### src/hw/rtl/wwa_pkg.sv
`timescale 1ns / 1ps
// ----------------------------------------------------------------------------
// Wind window averager package
// Shared constants and the command and status bundles that join the
// controller to the datapath.
// ----------------------------------------------------------------------------
package wwa_pkg;

    // Default window length in samples.
    localparam int WINDOW_LEN_DEF = 120;

    // Field widths.
    localparam int ANGLE_W = 12;
    localparam int SPEED_W = 11;

    // Angle constants in tenths of a degree.
    localparam logic [ANGLE_W-1:0] OFFSET_RESET = 12'd750;
    localparam logic [ANGLE_W-1:0] ANGLE_FULL   = 12'd3600;
    localparam logic [ANGLE_W-1:0] ANGLE_HALF   = 12'd1800;
    localparam logic [ANGLE_W-1:0] SOUTH_LO     = 12'd900;
    localparam logic [ANGLE_W-1:0] SOUTH_HI     = 12'd2700;

    // Commands from the controller to the datapath.
    typedef struct packed {
        logic take_in;     // capture the input word
        logic fetch_old;   // wrap the angle and read the oldest ring entry
        logic update;      // update the totals and overwrite the oldest entry
        logic clr_write;   // write zero at the sweep address
        logic scan_read;   // read the speed ring at the sweep address
        logic sweep_step;  // advance the sweep address
        logic scan_start;  // clear the gust and start both dividers
        logic load_out;    // load the output word
    } t_cmd;

    // Status from the datapath to the controller.
    typedef struct packed {
        logic sweep_first; // sweep address is at entry zero
        logic sweep_last;  // sweep address is at the last entry
        logic div_done;    // both dividers are idle
        logic out_busy;    // output word is held and not taken this cycle
    } t_sts;

endpackage

### src/hw/rtl/wwa_div.sv
`timescale 1ns / 1ps
// ----------------------------------------------------------------------------
// Constant divisor divider
// Division by a fixed divisor through multiplication by a scaled reciprocal,
// with the numerator and the quotient both registered.
// ----------------------------------------------------------------------------
module wwa_div #(
    parameter int NUM_W   = 19,
    parameter int DIVISOR = 120,
    parameter int Q_W     = 12
) (
    input  logic             i_clk,
    input  logic             i_rst_n,
    input  logic             i_start,
    input  logic [NUM_W-1:0] i_num,
    output logic             o_busy,
    output logic [Q_W-1:0]   o_quo
);

    // With a shift of NUM_W plus the divisor's bit count, the rounded-up
    // reciprocal gives the exact truncated quotient for every numerator.
    localparam int SH  = NUM_W + $clog2(DIVISOR);
    localparam int M_W = NUM_W + 1;
    localparam int P_W = NUM_W + M_W;
    localparam logic [M_W-1:0] RECIP =
        M_W'(((64'd1 << SH) + 64'(DIVISOR) - 64'd1) / 64'(DIVISOR));

    logic [NUM_W-1:0] r_num;
    logic             r_busy;
    logic [Q_W-1:0]   r_quo;
    logic [P_W-1:0]   prod;

    // Busy for the one cycle in which the product is formed.
    always_ff @(posedge i_clk) begin
        if (!i_rst_n) begin
            r_busy <= 1'b0;
        end else begin
            r_busy <= i_start;
        end
    end

    // Numerator capture.
    always_ff @(posedge i_clk) begin
        if (i_start) begin
            r_num <= i_num;
        end
    end

    // Reciprocal product; the quotient is its upper part.
    assign prod = P_W'(r_num) * P_W'(RECIP);

    always_ff @(posedge i_clk) begin
        if (r_busy) begin
            r_quo <= Q_W'(prod >> SH);
        end
    end

    assign o_busy = r_busy;
    assign o_quo  = r_quo;

endmodule

### src/hw/rtl/wwa_datapath.sv
`timescale 1ns / 1ps
// ----------------------------------------------------------------------------
// Wind window averager datapath
// Offset register, sample rings, running totals, gust scan, dividers and
// the output word register.
// ----------------------------------------------------------------------------
module wwa_datapath #(
    parameter int WINDOW_LEN = wwa_pkg::WINDOW_LEN_DEF
) (
    input  logic                        i_clk,
    input  logic                        i_rst_n,
    input  wwa_pkg::t_cmd               i_cmd,
    output wwa_pkg::t_sts               o_sts,
    input  logic                        i_cfg_we,
    input  logic [wwa_pkg::ANGLE_W-1:0] i_cfg_wdata,
    input  logic [wwa_pkg::ANGLE_W-1:0] i_raw_angle,
    input  logic [wwa_pkg::SPEED_W-1:0] i_wind_speed,
    input  logic                        i_out_ready,
    output logic                        o_out_valid,
    output logic [wwa_pkg::SPEED_W-1:0] o_mean_speed,
    output logic [wwa_pkg::SPEED_W-1:0] o_gust_speed,
    output logic [wwa_pkg::ANGLE_W-1:0] o_true_angle,
    output logic [wwa_pkg::ANGLE_W-1:0] o_mean_angle
);

    localparam int AW    = wwa_pkg::ANGLE_W;
    localparam int SW    = wwa_pkg::SPEED_W;
    localparam int IDX_W = $clog2(WINDOW_LEN);
    localparam int ST_W  = $clog2(WINDOW_LEN * 2047 + 1);
    localparam int AT_W  = $clog2(WINDOW_LEN * 3599 + 1);
    localparam int SC_W  = $clog2(WINDOW_LEN + 1);
    localparam logic [IDX_W-1:0] LAST_IDX    = IDX_W'(WINDOW_LEN - 1);
    localparam logic [AT_W-1:0]  BIASED_INIT = AT_W'(WINDOW_LEN * 1800);
    localparam logic [SC_W-1:0]  HALF_LEN    = SC_W'(WINDOW_LEN / 2);
    localparam logic [AW:0]      FULL_X1     = {1'b0, wwa_pkg::ANGLE_FULL};
    localparam logic [AW:0]      FULL_X2     = {wwa_pkg::ANGLE_FULL, 1'b0};

    // Angle shifted by half a turn, so that angles near north sum smoothly.
    function automatic logic [AW-1:0] biased_of(input logic [AW-1:0] a);
        logic [AW-1:0] res;
        if (a < wwa_pkg::ANGLE_HALF) begin
            res = a + wwa_pkg::ANGLE_HALF;
        end else begin
            res = a - wwa_pkg::ANGLE_HALF;
        end
        return res;
    endfunction

    // An angle lies south when it is above 900 and at most 2700.
    function automatic logic is_south(input logic [AW-1:0] a);
        return (a > wwa_pkg::SOUTH_LO) && (a <= wwa_pkg::SOUTH_HI);
    endfunction

    logic [AW-1:0]    r_offset;
    logic [AW:0]      r_sum;
    logic [SW-1:0]    r_spd;
    logic [AW-1:0]    r_ang, n_ang;
    logic [IDX_W-1:0] r_slot;
    logic [IDX_W-1:0] r_sweep;
    logic [ST_W-1:0]  r_speed_tot;
    logic [AT_W-1:0]  r_angle_tot;
    logic [AT_W-1:0]  r_biased_tot;
    logic [SC_W-1:0]  r_south;
    logic [SC_W-1:0]  n_south;
    logic             r_plain;
    logic             r_scan_v;
    logic [SW-1:0]    r_gust;
    logic             r_out_valid;

    // Sample rings with one shared address per port.
    logic [SW-1:0]    speed_mem [WINDOW_LEN];
    logic [AW-1:0]    angle_mem [WINDOW_LEN];
    logic [SW-1:0]    r_rd_s;
    logic [AW-1:0]    r_rd_a;
    logic [IDX_W-1:0] rd_addr, wr_addr;
    logic             mem_we, mem_re;
    logic [SW-1:0]    wr_s;
    logic [AW-1:0]    wr_a;

    logic             spd_busy, ang_busy;
    logic [SW-1:0]    spd_quo;
    logic [AW-1:0]    ang_quo;
    logic [AT_W-1:0]  ang_num;
    logic [AW-1:0]    mean_ang;

    // Mounting offset register.
    always_ff @(posedge i_clk) begin
        if (!i_rst_n) begin
            r_offset <= wwa_pkg::OFFSET_RESET;
        end else if (i_cfg_we) begin
            r_offset <= i_cfg_wdata;
        end
    end

    // Input capture: the offset sum is wrapped in the following cycle.
    always_ff @(posedge i_clk) begin
        if (i_cmd.take_in) begin
            r_sum <= {1'b0, i_raw_angle} + {1'b0, r_offset};
            r_spd <= i_wind_speed;
        end
        if (i_cmd.fetch_old) begin
            r_ang <= n_ang;
        end
    end

    // The sum is below twice the full turn plus one turn, so two compares do.
    always_comb begin
        if (r_sum >= FULL_X2) begin
            n_ang = AW'(r_sum - FULL_X2);
        end else if (r_sum >= FULL_X1) begin
            n_ang = AW'(r_sum - FULL_X1);
        end else begin
            n_ang = r_sum[AW-1:0];
        end
    end

    // Ring port selection.
    always_comb begin
        mem_re  = i_cmd.fetch_old | i_cmd.scan_read;
        rd_addr = i_cmd.fetch_old ? r_slot : r_sweep;
        mem_we  = i_cmd.clr_write | i_cmd.update;
        wr_addr = i_cmd.clr_write ? r_sweep : r_slot;
        wr_s    = i_cmd.clr_write ? '0 : r_spd;
        wr_a    = i_cmd.clr_write ? '0 : r_ang;
    end

    always_ff @(posedge i_clk) begin
        if (mem_we) begin
            speed_mem[wr_addr] <= wr_s;
            angle_mem[wr_addr] <= wr_a;
        end
        if (mem_re) begin
            r_rd_s <= speed_mem[rd_addr];
            r_rd_a <= angle_mem[rd_addr];
        end
    end

    // South count after removing the oldest entry and adding the new one.
    always_comb begin
        n_south = r_south;
        if (is_south(r_rd_a)) begin
            n_south = n_south - 1'b1;
        end
        if (is_south(r_ang)) begin
            n_south = n_south + 1'b1;
        end
    end

    // Running totals, write slot and sweep address.
    always_ff @(posedge i_clk) begin
        if (!i_rst_n) begin
            r_slot       <= '0;
            r_sweep      <= '0;
            r_speed_tot  <= '0;
            r_angle_tot  <= '0;
            r_biased_tot <= BIASED_INIT;
            r_south      <= '0;
        end else begin
            if (i_cmd.update) begin
                r_speed_tot  <= r_speed_tot - ST_W'(r_rd_s) + ST_W'(r_spd);
                r_angle_tot  <= r_angle_tot - AT_W'(r_rd_a) + AT_W'(r_ang);
                r_biased_tot <= r_biased_tot - AT_W'(biased_of(r_rd_a))
                                + AT_W'(biased_of(r_ang));
                r_south      <= n_south;
                r_slot       <= (r_slot == LAST_IDX) ? '0 : r_slot + 1'b1;
            end
            if (i_cmd.sweep_step) begin
                r_sweep <= (r_sweep == LAST_IDX) ? '0 : r_sweep + 1'b1;
            end
        end
    end

    // Gust scan: the speed ring read data is registered, so the scan valid flag is registered with it.
    always_ff @(posedge i_clk) begin
        if (!i_rst_n) begin
            r_scan_v <= 1'b0;
        end else begin
            r_scan_v <= i_cmd.scan_read;
        end
    end

    always_ff @(posedge i_clk) begin
        if (i_cmd.scan_start) begin
            r_gust  <= '0;
            r_plain <= r_south > HALF_LEN;
        end else if (r_scan_v && (r_rd_s > r_gust)) begin
            r_gust <= r_rd_s;
        end
    end

    // Dividers for the two means.
    assign ang_num = (r_south > HALF_LEN) ? r_angle_tot : r_biased_tot;

    wwa_div #(
        .NUM_W   (ST_W),
        .DIVISOR (WINDOW_LEN),
        .Q_W     (SW)
    ) u_div_spd (
        .i_clk   (i_clk),
        .i_rst_n (i_rst_n),
        .i_start (i_cmd.scan_start),
        .i_num   (r_speed_tot),
        .o_busy  (spd_busy),
        .o_quo   (spd_quo)
    );

    wwa_div #(
        .NUM_W   (AT_W),
        .DIVISOR (WINDOW_LEN),
        .Q_W     (AW)
    ) u_div_ang (
        .i_clk   (i_clk),
        .i_rst_n (i_rst_n),
        .i_start (i_cmd.scan_start),
        .i_num   (ang_num),
        .o_busy  (ang_busy),
        .o_quo   (ang_quo)
    );

    // Undo the half-turn bias; a result of zero or below wraps up to 3600.
    always_comb begin
        if (r_plain) begin
            mean_ang = ang_quo;
        end else if (ang_quo > wwa_pkg::ANGLE_HALF) begin
            mean_ang = ang_quo - wwa_pkg::ANGLE_HALF;
        end else begin
            mean_ang = ang_quo + wwa_pkg::ANGLE_HALF;
        end
    end

    // Output word register.
    always_ff @(posedge i_clk) begin
        if (!i_rst_n) begin
            r_out_valid <= 1'b0;
        end else if (i_cmd.load_out) begin
            r_out_valid <= 1'b1;
        end else if (i_out_ready) begin
            r_out_valid <= 1'b0;
        end
    end

    always_ff @(posedge i_clk) begin
        if (i_cmd.load_out) begin
            o_mean_speed <= spd_quo;
            o_gust_speed <= r_gust;
            o_true_angle <= r_ang;
            o_mean_angle <= mean_ang;
        end
    end

    assign o_out_valid = r_out_valid;

    // Status back to the controller.
    always_comb begin
        o_sts.sweep_first = (r_sweep == '0);
        o_sts.sweep_last  = (r_sweep == LAST_IDX);
        o_sts.div_done    = ~spd_busy & ~ang_busy;
        o_sts.out_busy    = r_out_valid & ~i_out_ready;
    end

endmodule

### src/hw/rtl/wwa_ctrl.sv
`timescale 1ns / 1ps
// ----------------------------------------------------------------------------
// Wind window averager controller
// Sequences the clearing pass, the ring update, the gust scan and the
// output load for one sample at a time.
// ----------------------------------------------------------------------------
module wwa_ctrl (
    input  logic          i_clk,
    input  logic          i_rst_n,
    input  logic          i_in_valid,
    output logic          o_in_ready,
    input  wwa_pkg::t_sts i_sts,
    output wwa_pkg::t_cmd o_cmd
);

    typedef enum logic [6:0] {
        S_CLEAR  = 7'b0000001,
        S_IDLE   = 7'b0000010,
        S_FETCH  = 7'b0000100,
        S_UPDATE = 7'b0001000,
        S_SCAN   = 7'b0010000,
        S_DRAIN  = 7'b0100000,
        S_FINISH = 7'b1000000
    } t_state;

    t_state r_state, n_state;

    // State register.
    always_ff @(posedge i_clk) begin
        if (!i_rst_n) begin
            r_state <= S_CLEAR;
        end else begin
            r_state <= n_state;
        end
    end

    // Next state and commands.
    always_comb begin
        n_state    = r_state;
        o_cmd      = '0;
        o_in_ready = 1'b0;
        unique case (r_state)
            S_CLEAR: begin
                o_cmd.clr_write  = 1'b1;
                o_cmd.sweep_step = 1'b1;
                if (i_sts.sweep_last) begin
                    n_state = S_IDLE;
                end
            end
            S_IDLE: begin
                o_in_ready = 1'b1;
                if (i_in_valid) begin
                    o_cmd.take_in = 1'b1;
                    n_state       = S_FETCH;
                end
            end
            S_FETCH: begin
                o_cmd.fetch_old = 1'b1;
                n_state         = S_UPDATE;
            end
            S_UPDATE: begin
                o_cmd.update = 1'b1;
                n_state      = S_SCAN;
            end
            S_SCAN: begin
                o_cmd.scan_read  = 1'b1;
                o_cmd.sweep_step = 1'b1;
                o_cmd.scan_start = i_sts.sweep_first;
                if (i_sts.sweep_last) begin
                    n_state = S_DRAIN;
                end
            end
            S_DRAIN: begin
                n_state = S_FINISH;
            end
            S_FINISH: begin
                if (i_sts.div_done && !i_sts.out_busy) begin
                    o_cmd.load_out = 1'b1;
                    n_state        = S_IDLE;
                end
            end
            default: begin
                n_state = S_CLEAR;
            end
        endcase
    end

endmodule

### src/hw/rtl/wind_window_averager.sv
`timescale 1ns / 1ps
// Sequence: after a sample word is accepted, the controller steps through fetch, update, the gust
//   scan over every ring entry, drain and finish; the result word waits only while the previous one is held.
// Throughput: one sample at a time; a new sample word is taken only once the result word is loaded,
//   paced by the gust scan that reads one ring entry per cycle through a single memory port.
// Reset: synchronous, active low. A clearing pass over all WINDOW_LEN entries zeroes the rings;
//   input ready stays low until it ends. The offset register takes writes throughout.
// ----------------------------------------------------------------------------
// Wind window averager
// Moving-window mean speed, gust, corrected angle and mean angle of wind
// samples.
// ----------------------------------------------------------------------------
module wind_window_averager #(
    parameter int WINDOW_LEN = wwa_pkg::WINDOW_LEN_DEF
) (
    input  logic                        i_clk,
    input  logic                        i_rst_n,
    input  logic                        i_cfg_we,
    input  logic [wwa_pkg::ANGLE_W-1:0] i_cfg_wdata,
    input  logic                        i_in_valid,
    output logic                        o_in_ready,
    input  logic [wwa_pkg::ANGLE_W-1:0] i_raw_angle,
    input  logic [wwa_pkg::SPEED_W-1:0] i_wind_speed,
    output logic                        o_out_valid,
    input  logic                        i_out_ready,
    output logic [wwa_pkg::SPEED_W-1:0] o_mean_speed,
    output logic [wwa_pkg::SPEED_W-1:0] o_gust_speed,
    output logic [wwa_pkg::ANGLE_W-1:0] o_true_angle,
    output logic [wwa_pkg::ANGLE_W-1:0] o_mean_angle
);

    wwa_pkg::t_cmd cmd;
    wwa_pkg::t_sts sts;

    // Sequencer.
    wwa_ctrl u_ctrl (
        .i_clk      (i_clk),
        .i_rst_n    (i_rst_n),
        .i_in_valid (i_in_valid),
        .o_in_ready (o_in_ready),
        .i_sts      (sts),
        .o_cmd      (cmd)
    );

    // Rings, totals and arithmetic.
    wwa_datapath #(
        .WINDOW_LEN (WINDOW_LEN)
    ) u_dp (
        .i_clk        (i_clk),
        .i_rst_n      (i_rst_n),
        .i_cmd        (cmd),
        .o_sts        (sts),
        .i_cfg_we     (i_cfg_we),
        .i_cfg_wdata  (i_cfg_wdata),
        .i_raw_angle  (i_raw_angle),
        .i_wind_speed (i_wind_speed),
        .i_out_ready  (i_out_ready),
        .o_out_valid  (o_out_valid),
        .o_mean_speed (o_mean_speed),
        .o_gust_speed (o_gust_speed),
        .o_true_angle (o_true_angle),
        .o_mean_angle (o_mean_angle)
    );

endmodule

### config.mk
export PLATFORM = sky130hd
export DESIGN_NAME = wind_window_averager
export DESIGN_NICKNAME = d
export VERILOG_FILES = /design/src/hw/rtl/wwa_pkg.sv /design/src/hw/rtl/wwa_div.sv /design/src/hw/rtl/wwa_datapath.sv /design/src/hw/rtl/wwa_ctrl.sv /design/src/hw/rtl/wind_window_averager.sv
export SDC_FILE = /design/constraint.sdc
export NUM_CORES = 2
export LEC_CHECK = 0
export BUFFER_PORTS_ARGS = -buffer_cell sky130_fd_sc_hd__buf_2
export CAP_MARGIN = 25
export CORE_UTILIZATION = 50
export CTS_BUF_LIST = sky130_fd_sc_hd__clkbuf_4
export DETAILED_ROUTE_END_ITERATION = 16
export PLACE_DENSITY = 0.65
export REMOVE_ABC_BUFFERS = 1
export SYNTH_ARGS = -nofsm -noshare
export SYNTH_HDL_FRONTEND = slang
export SYNTH_SLANG_ARGS = --single-unit
### constraint.sdc
create_clock -name i_clk -period 8 [get_ports i_clk]
set_input_delay 0.8 -clock i_clk [delete_from_list [all_inputs] [get_ports i_clk]]
set_output_delay 0.8 -clock i_clk [all_outputs]
set_load 0.02 [all_outputs]
==> qor.yml <==
critical_path:
  cpMaxStageDelayCell: "nand2_1"
  reg2regPathDepth: 10
  critPathLaunchType: "flip-flop"
  required_ns: 9.01
  r2r_start: "u_ctrl.r_state[6]$_SDFFE_PN0P_"
  cp.depth: 10
  cp_num_buf_inv: 1
  crit_path_max_incr_delay_ns: 0.88
  cp_top_family: "simple AND/OR/NAND/NOR gates"
  rr_endpoint: "u_dp.r_rd_a[7]$_DFFE_PP_"
  r2r_slack_ns: 1.44
  worstPathCellList: "nor3_2 -> nand3_2 -> mux2_2 -> nor2_4 -> nand2_1 -> o22ai_1 -> a2111oi_1 -> clkdlybuf4s18_2 -> a211oi_1 -> o21ai_1"
  crit_arrival_ns: 7.57
  crit_type: "reg -> reg"
  end_kind: "flip-flop"
  cp_max_fo: 24
sta:
  fmax_ghz: 0.1524
  post-route-period-util_pct: 82.00
  skew_ns: 0.1073
  rsz0062_at_grt: "false"
  relSlewSlack_pct: 22.37
  fin_crit_ns: 6.560
  fin_tns_setup_ns: 0
  drv_slew: 0
  tightest_slew_ns: 1.152
  timing.hold.ws_ns: 0.1414
  hold_viol: 0
  final-setup-viol-count: 0
grt:
  grt_pass1_vias: 76510
  grt_max_degree: 118
  grt_remaining_overflow: 0
  track_usage_pct: 26.90
  antenna_found_initial: 22
  grt_pass1_wl_microns: 506600
clocking:
  cts_tree: "built"
  clk_pin_slew_ns: 0.07
  cts_root_buf: "clkbuf_4"
  htree_levels: 6
  cts.sinks: 3036
  hold_buffers: 67
  cts_buffers: 752
  clk_latency_ns: 1.41
  cts_resized: 0
  post_cts_buffers: 0
  clockBufferDepth: 4
logic_synthesis:
  synthSimpleGateAreaFrac_pct: 7.025
  async_reset_ff_share_pct: 0
  synth_top_area_cell: "edfxtp_1"
  synth_top_family_by_area: "multiplexers"
  synth_top_cells_by_area: "edfxtp_1, mux4_2, nand2_1, ha_1, mux2i_1"
  ys_types: 81
  synth_edf_count: 2926
  syn_area_per_cell_sq_um: 15.97
  synth_warnings: 0
  syn_inst: 8009
  yosysTopAreaCellShare_pct: 68.71
  ys_seq_elements: 3036
  synthMuxAreaShare_pct: 9.254
  synth_xor_xnor_area_share_pct: 0.6507
  synthFlopType: "edfxtp_1"
  yosys.area_share.adder_pct: 4.785
  yosysSeqAreaShare_pct: 70.43
  synth_compound_area_share_pct: 5.029
  syn-cell-area_sq_um: 127900
placement:
  portBuffers: 87
  place_area_sq_um: 133200
  place_hpwl_microns: 203200
  place_congestion: 0.8787
finish:
  final_area_sq_um: 143400
  mostFrequentLayoutCell: "edfxtp_1"
  fin_nets: 9195
  num-fill-cells: 19750
  area_growth_pct: 12.14
  drive_above_1_share_pct: 22.57
  final_cell_mix: "edfxtp_1, nand2_1, clkbuf_4"
  final_util_pct: 56.42
floorplanning:
  initial_core_util_pct: 50.31
  pin_count: 88
  fp-row-count: 185
  core_sq_um: 254200
  chipHeight_microns: 507.7
  die-area_sq_um: 257800
  die_w_microns: 507.7
power:
  power.leakage_nw: 49.97
  peakVddDrop_mv: 0.2799
  p_per_area_nw_per_um2: 282.6
min_path:
  hp-start: "i_wind_speed[1]"
  worstHoldEndpoint: "u_dp.r_spd[1]$_DFFE_PP_"
  hold_path.class: "in -> reg"
  whs_path_depth: 2
route:
  route.vias.total: 76370
  viasPerCell: 6.041
  drtIter0Drc: 9069
  postRouteWirelength_microns: 348900
  drc: 0
  ant_nets: 0
  detail_route.wl_per_cell_microns: 27.60
  drtPass1Iterations: 5
status:
  status: "completed"
flow_run:
  maxCapViolCount: 0
[worst register-to-register path: stages, from the launching register on]
cell and delay, ns:
dfxtp_1 0.38, nor3_2 0.42, nand3_2 0.54, mux2_2 0.72, nor2_4 0.86, nand2_1 0.89
o22ai_1 0.80, a2111oi_1 0.14, clkdlybuf4s18_2 0.31, a211oi_1 0.62, o21ai_1 0.50
[metal layers]
metal	part of all wire (%)	global-route usage (%)	routed length [microns]	vias up
li1	-	-	-	32830
met1	39	35.97	134400	38790
met2	47	42.92	165600	4111
met3	10	6.164	36370	631
met4	3.6	10.49	12590	10
met5	0.014	0	50	-
[synth_stat cells (11+ instances only)]
master and number:
edfxtp_1 2926, nand2_1 1155, mux4_2 404, inv_1 365, nand3_1 318, ha_1 305, nor2_1 296, mux2i_1 238
clkbuf_1 220, a32oi_1 168, a21oi_1 167, o21ai_0 148, fa_1 115, a31oi_1 112, dfxtp_1 110, nand4_1 83
buf_2 72, xnor2_1 70, o2111ai_1 45, buf_4 44, buf_1 42, o211ai_1 40, nor3_1 38, o22ai_1 37
or3_1 35, and3_1 29, buf_6 28, a22oi_1 26, a311oi_1 26, a21o_1 25, xor2_1 25, o21a_1 23
or2_2 20, nor2b_1 19, mux2_2 16, a2111oi_0 15, and2_1 15, nand2b_1 15, a211oi_1 12, a21boi_0 11
nor3b_1 11, o31ai_1 11
[state kept, by name (all words and copies together), names as in the netlist, 12 cells and up]
name,flops
u_dp.angle_mem,1440
u_dp.o_mean_angle,12
u_dp.o_true_angle,12
u_dp.r_ang,12
u_dp.r_angle_tot,19
u_dp.r_biased_tot,19
u_dp.r_offset,12
u_dp.r_rd_a,12
u_dp.r_speed_tot,18
u_dp.r_sum,13
u_dp.speed_mem,1320
u_dp.u_div_ang.o_quo,12
u_dp.u_div_ang.r_num,19
u_dp.u_div_spd.r_num,18
[where the power goes]
group          total (W)  internal (W)  switching (W)
Sequential        0.0189        0.0189      0.0000619
Clock             0.0128       0.00666        0.00614
Combinational    0.00877       0.00266        0.00611
Total             0.0405        0.0282         0.0123
[stage by stage]
stage,worst slack (ns),instances,power [W]
finish,1.440,12640,0.04052
global route,1.506,12640,0.04190
CTS,1.620,12630,0.04063
detailed placement,1.640,11270,0.02788
global placement,1.479,11260,0.02771
floorplan,-7.896,7588,0.02654
[final cells by class]
class,instances,area (sq um),area share (%)
antenna,7,17.52,0.01222
clock buffer,1087,8160,5.691
clock inverter,202,1246,0.8690
inverter,365,1370,0.9554
multi-input combinational,4187,35060,24.45
sequential,3036,90070,62.81
tap,3366,4212,2.937
timing repair buffer,393,3267,2.278
[how the worst max path moves through the flow]
stage                                         from                        to  slack, ns
floorplan           u_ctrl.r_state[6]$_SDFFE_PN0P_  u_dp.r_rd_a[0]$_DFFE_PP_      -7.90
global placement    u_ctrl.r_state[6]$_SDFFE_PN0P_  u_dp.r_rd_a[7]$_DFFE_PP_       1.48
detailed placement  u_ctrl.r_state[6]$_SDFFE_PN0P_  u_dp.r_rd_a[7]$_DFFE_PP_       1.64
CTS                 u_ctrl.r_state[6]$_SDFFE_PN0P_  u_dp.r_rd_a[7]$_DFFE_PP_       1.62
global route        u_ctrl.r_state[6]$_SDFFE_PN0P_  u_dp.r_rd_a[7]$_DFFE_PP_       1.51
finish              u_ctrl.r_state[6]$_SDFFE_PN0P_  u_dp.r_rd_a[7]$_DFFE_PP_       1.44
[cell families after synthesis]
kind of cell,after synthesis
AOI/OAI and AO/OA,933
muxes,665
xor gates and xnor gates,95
and+or+nand+nor,2074
DFF,3036
adders and majority gates,420
buffers and inverters,786
Note: power is estimated with default switching activity, not from simulation.
